**config.mk**
```make
export PLATFORM = sky130hd
export DESIGN_NAME = mgvf_cell
export DESIGN_NICKNAME = d
export VERILOG_FILES = /design/src/hw/rtl/mgvf_pkg.sv /design/src/hw/rtl/mgvf_cell.sv
export SDC_FILE = /design/constraint.sdc
export NUM_CORES = 1
export LEC_CHECK = 0
export BUFFER_PORTS_ARGS = -buffer_cell sky130_fd_sc_hd__buf_2
export CAP_MARGIN = 20
export CORE_MARGIN = 2
export CORE_UTILIZATION = 30
export DETAILED_ROUTE_END_ITERATION = 16
export GPL_TIMING_DRIVEN = 0
export SYNTH_ARGS = -nofsm -noshare
export SYNTH_HDL_FRONTEND = slang
export SYNTH_SLANG_ARGS = --single-unit
```
**constraint.sdc**
```tcl
create_clock -name clk -period 0.8 [get_ports clk]
set_input_delay 0.04 -clock clk [delete_from_list [all_inputs] [get_ports clk]]
set_output_delay 0.04 -clock clk [all_outputs]
set_load 0.05 [all_outputs]
```
**src/hw/rtl/mgvf_pkg.sv**
```systemverilog
// Package for the MGVF 3x3 stencil line buffer: sizes, register indexes,
// and the shared window type passed from the window cells to the datapath.
// No dependencies.
package mgvf_pkg;
	localparam int MaxCols  = 512;
	localparam int MaxRows  = 1023;
	localparam int FracBits = 16;
	localparam int ColW     = 10;
	localparam int MemAw    = 9;

	localparam logic [2:0] REG_MU  = 3'd0;
	localparam logic [2:0] REG_INV = 3'd1;
	localparam logic [2:0] REG_EPS = 3'd2;
	localparam logic [2:0] REG_COL = 3'd3;
	localparam logic [2:0] REG_ROW = 3'd4;

	// 3x3 neighborhood plus the centre image sample, with edge flags applied
	typedef struct packed {
		logic signed [31:0] ul, u, ur, l, c, r, dl, d, dr;
		logic signed [31:0] img;
		logic               eof;
	} win_t;
endpackage

```
**src/hw/rtl/mgvf_cell.sv**
```systemverilog
// One cell of the window chain: a 32-bit field or image tap that loads
// its input (neighbor or line memory) on each advance. Uses mgvf_pkg.
module mgvf_cell (
	input  logic               clk,
	input  logic               adv,
	input  logic signed [31:0] din,
	output logic signed [31:0] dout
);
	import mgvf_pkg::*;
	logic signed [31:0] val_q;
	always_ff @(posedge clk) begin
		if (adv) val_q <= din;
	end
	assign dout = val_q;
endmodule

```
# Word level (Yosys, flattened, before mapping)
# Index checks and enable logic that the tools add are counted.
# Widths: inputs -> output; s select.
[totals] elab_cells=1 out_inout_bits=32 latchBits=0 regBits=32 ramBits=0 mem_bits_ro=0 n_memories=0
[op_classes] bitwise=0 n_lt_le_gt_ge=0 multipliers=0 n_reduce_logical=0 n_addsub=0 muxes=0 div=0 shifts=0 n_eq_ne=0

# Logic depth before layout (Yosys ltp)
[depth] ltp_word=0 depth_mapped=0 depth_no_buf=0

# Worst setup path after synthesis
# No wires, ideal clock.
[synth_path] kind="flip-flop to output port" startpoint="register val_q[0] (netlist: dout[0])" endpoint="output port dout[0]" arrival_ps=601 t_required_ps=760 path_slack_ps=159 path_stages_with_launch=1 path_buffers=0 cell_sequence="edfxtp_1"
[synth_lines] item="start, declared" line="mgvf_cell.sv:10" rtl="logic signed [31:0] val_q;"
[synth_lines] item="start signal, assigned" line="mgvf_cell.sv:12" rtl="if (adv) val_q <= din;"
[synth_lines] item="end, declared" line="mgvf_cell.sv:7" rtl="output logic signed [31:0] dout"
# No word-level cell between the ends.

# Final worst setup path
[layout_path] startpoint="register val_q[14] (netlist: dout[14])" endpoint="output port dout[14]"
# No word-level cell between the ends.

==> metrics.txt <==
peak supply drop=1.56 mV; sequential area share after synthesis=1.00; area of the multi-input gates=0 µm²; Finished Layout Cells=181; Post-Synthesis Cell Area=961 µm²; drt wl/cell=13.2 µm; Layout fillers=238; critical path capture point type=output port; Die Y=60.6 µm; Syn Nets=66; # DRC=0; Critical Path AT=0.92 ns; Worst-Margin Slew=0.694 ns; endpoints failing hold=0; Yosys warnings=0; Syn Area/Cell=30.0 µm²; Fmax=1040 MHz; Post-CTS Setup Inserts=0; root buffer cell=clkbuf_4; DP Area=1340 µm²; Buffers on Ports=65; First DRT Iteration DRCs=16; Critical Path Source Type=flop; LEAKAGE=0.811 nW; worst-path cell chain=buf_6; Via density=4.12; Top Family by Delay on Critical Path=flip-flops; # rows=20; Detailed Routing Iterations Pass 1=2; status=finished, violations left; Total GRT Usage=0.141; Synth Register Bits=32; core area=3050 µm²; vias in the first global route=797; Worst Path Required=0.76 ns; largest stage delay on the critical path=0.42 ns; ANT nets after route=0; ANT cells=0; CTS Buf Count=5; first-pass GRT wire length=3480 µm; Final period util=1.20; CTS clk-pin slew, worst paths=0.09 ns; Final Wtd Congestion=0.594; grt ovf=0; Nets=170; P per Cell Area=2160 nW/µm²; dpl cells=141; PnR worst setup slack=-0.163 ns; Initial Util=0.315; Multi-In Gates=0; CTS tree=yes; min-delay worst type=input port to flop; Slew HR=0.537; final critical-path required period=0.963 ns; Largest register FFs=32; I/O Pins=66; Slew Limit Fails=0; worst setup path class=flop to output port; CP max-delay cell=edfxtp_1; die area=3670 µm²; H-tree depth=2; FF/Latch Area=961 µm²; largest net degree at the start of global routing=33; via count=745; layout cells sized above 1=0.518; unrepaired setup endpoints after global routing=true; post-synth cell types=1; clock sinks=32; cell area after layout=1940 µm²; failing checks=setup timing; max cap viols=0; Clock Path Buffers=2; final wirelength=2390 µm; Die W=60.6 µm; initial antenna violation count=0; Buf+Inv Stages, Crit Path=1; HP Start=adv; final setup fails=32; synthesized instance count=32; Area Growth Syn to Fin=102%; Max Fanout on Critical Path=1; Worst Setup SP=dout[14]
-- area by class of cell --
cell class,instances,area share
well taps,44,0.0284
flip-flops and latches,32,0.496
clock inverters,3,0.0194
clock buffers,5,0.0194
repair buffers,97,0.437
-- placed cells by master, fill, tap and decap left out --
cell type / instances
clkbuf_4: 5
dlygate4sd3_1: 32
buf_2: 33
edfxtp_1: 32
clkinv_1: 2
bufinv_16: 1
buf_6: 32
-- through the flow --
stage,TNS [ns],setup slack (ns),power (mW),util,hold WS (ns)
after floorplan,0,0.159,2.53,-,0.139
after global placement,-5.23,-0.164,2.74,0.439,0.218
after detailed placement,-5.95,-0.187,2.75,0.439,0.218
after CTS,-4.67,-0.174,4.22,0.634,0.293
after global routing,-5.86,-0.209,4.36,0.634,0.298
final,-4.09,-0.163,4.18,0.634,0.293
-- repair_timing --
item,4_1_cts,5_1_grt
endpoints found under the setup margin,32,32
hold buffers,32,0
gates cloned,0,0
gates resized for setup,64,0
hold endpoints to repair,32,0
-- cells in the mapped netlist --
cell type   n  share of area
edfxtp_1   32            1.0
-- report_power, final --
part	leakage (nW)	internal (mW)	switching (mW)
Combinational	0.457	0.393	0.574
Sequential	0.313	1.99	0.0623
Clock	0.0403	0.638	0.519
-- kinds of logic after synthesis --
kind of cell  share of synthesized area
flip-flops                         1.00
-- routing by layer --
layer	global-route usage	wire [µm]	vias to the layer above
met5	0	0	-
met3	0.0725	229	6
met1	0.116	737	353
met4	0.0683	51	0
li1	-	-	337
met2	0.270	1370	49
-- path summary, 6_finish.rpt --
| path | to | slack [ns] | depth (start not counted) |
|---|---|---|---|
| setup / recovery | dout[14] | -0.16 | 1 |
| hold / removal | dout[16] | 0.29 | 1 |
Power figures use the tool's default switching activity.
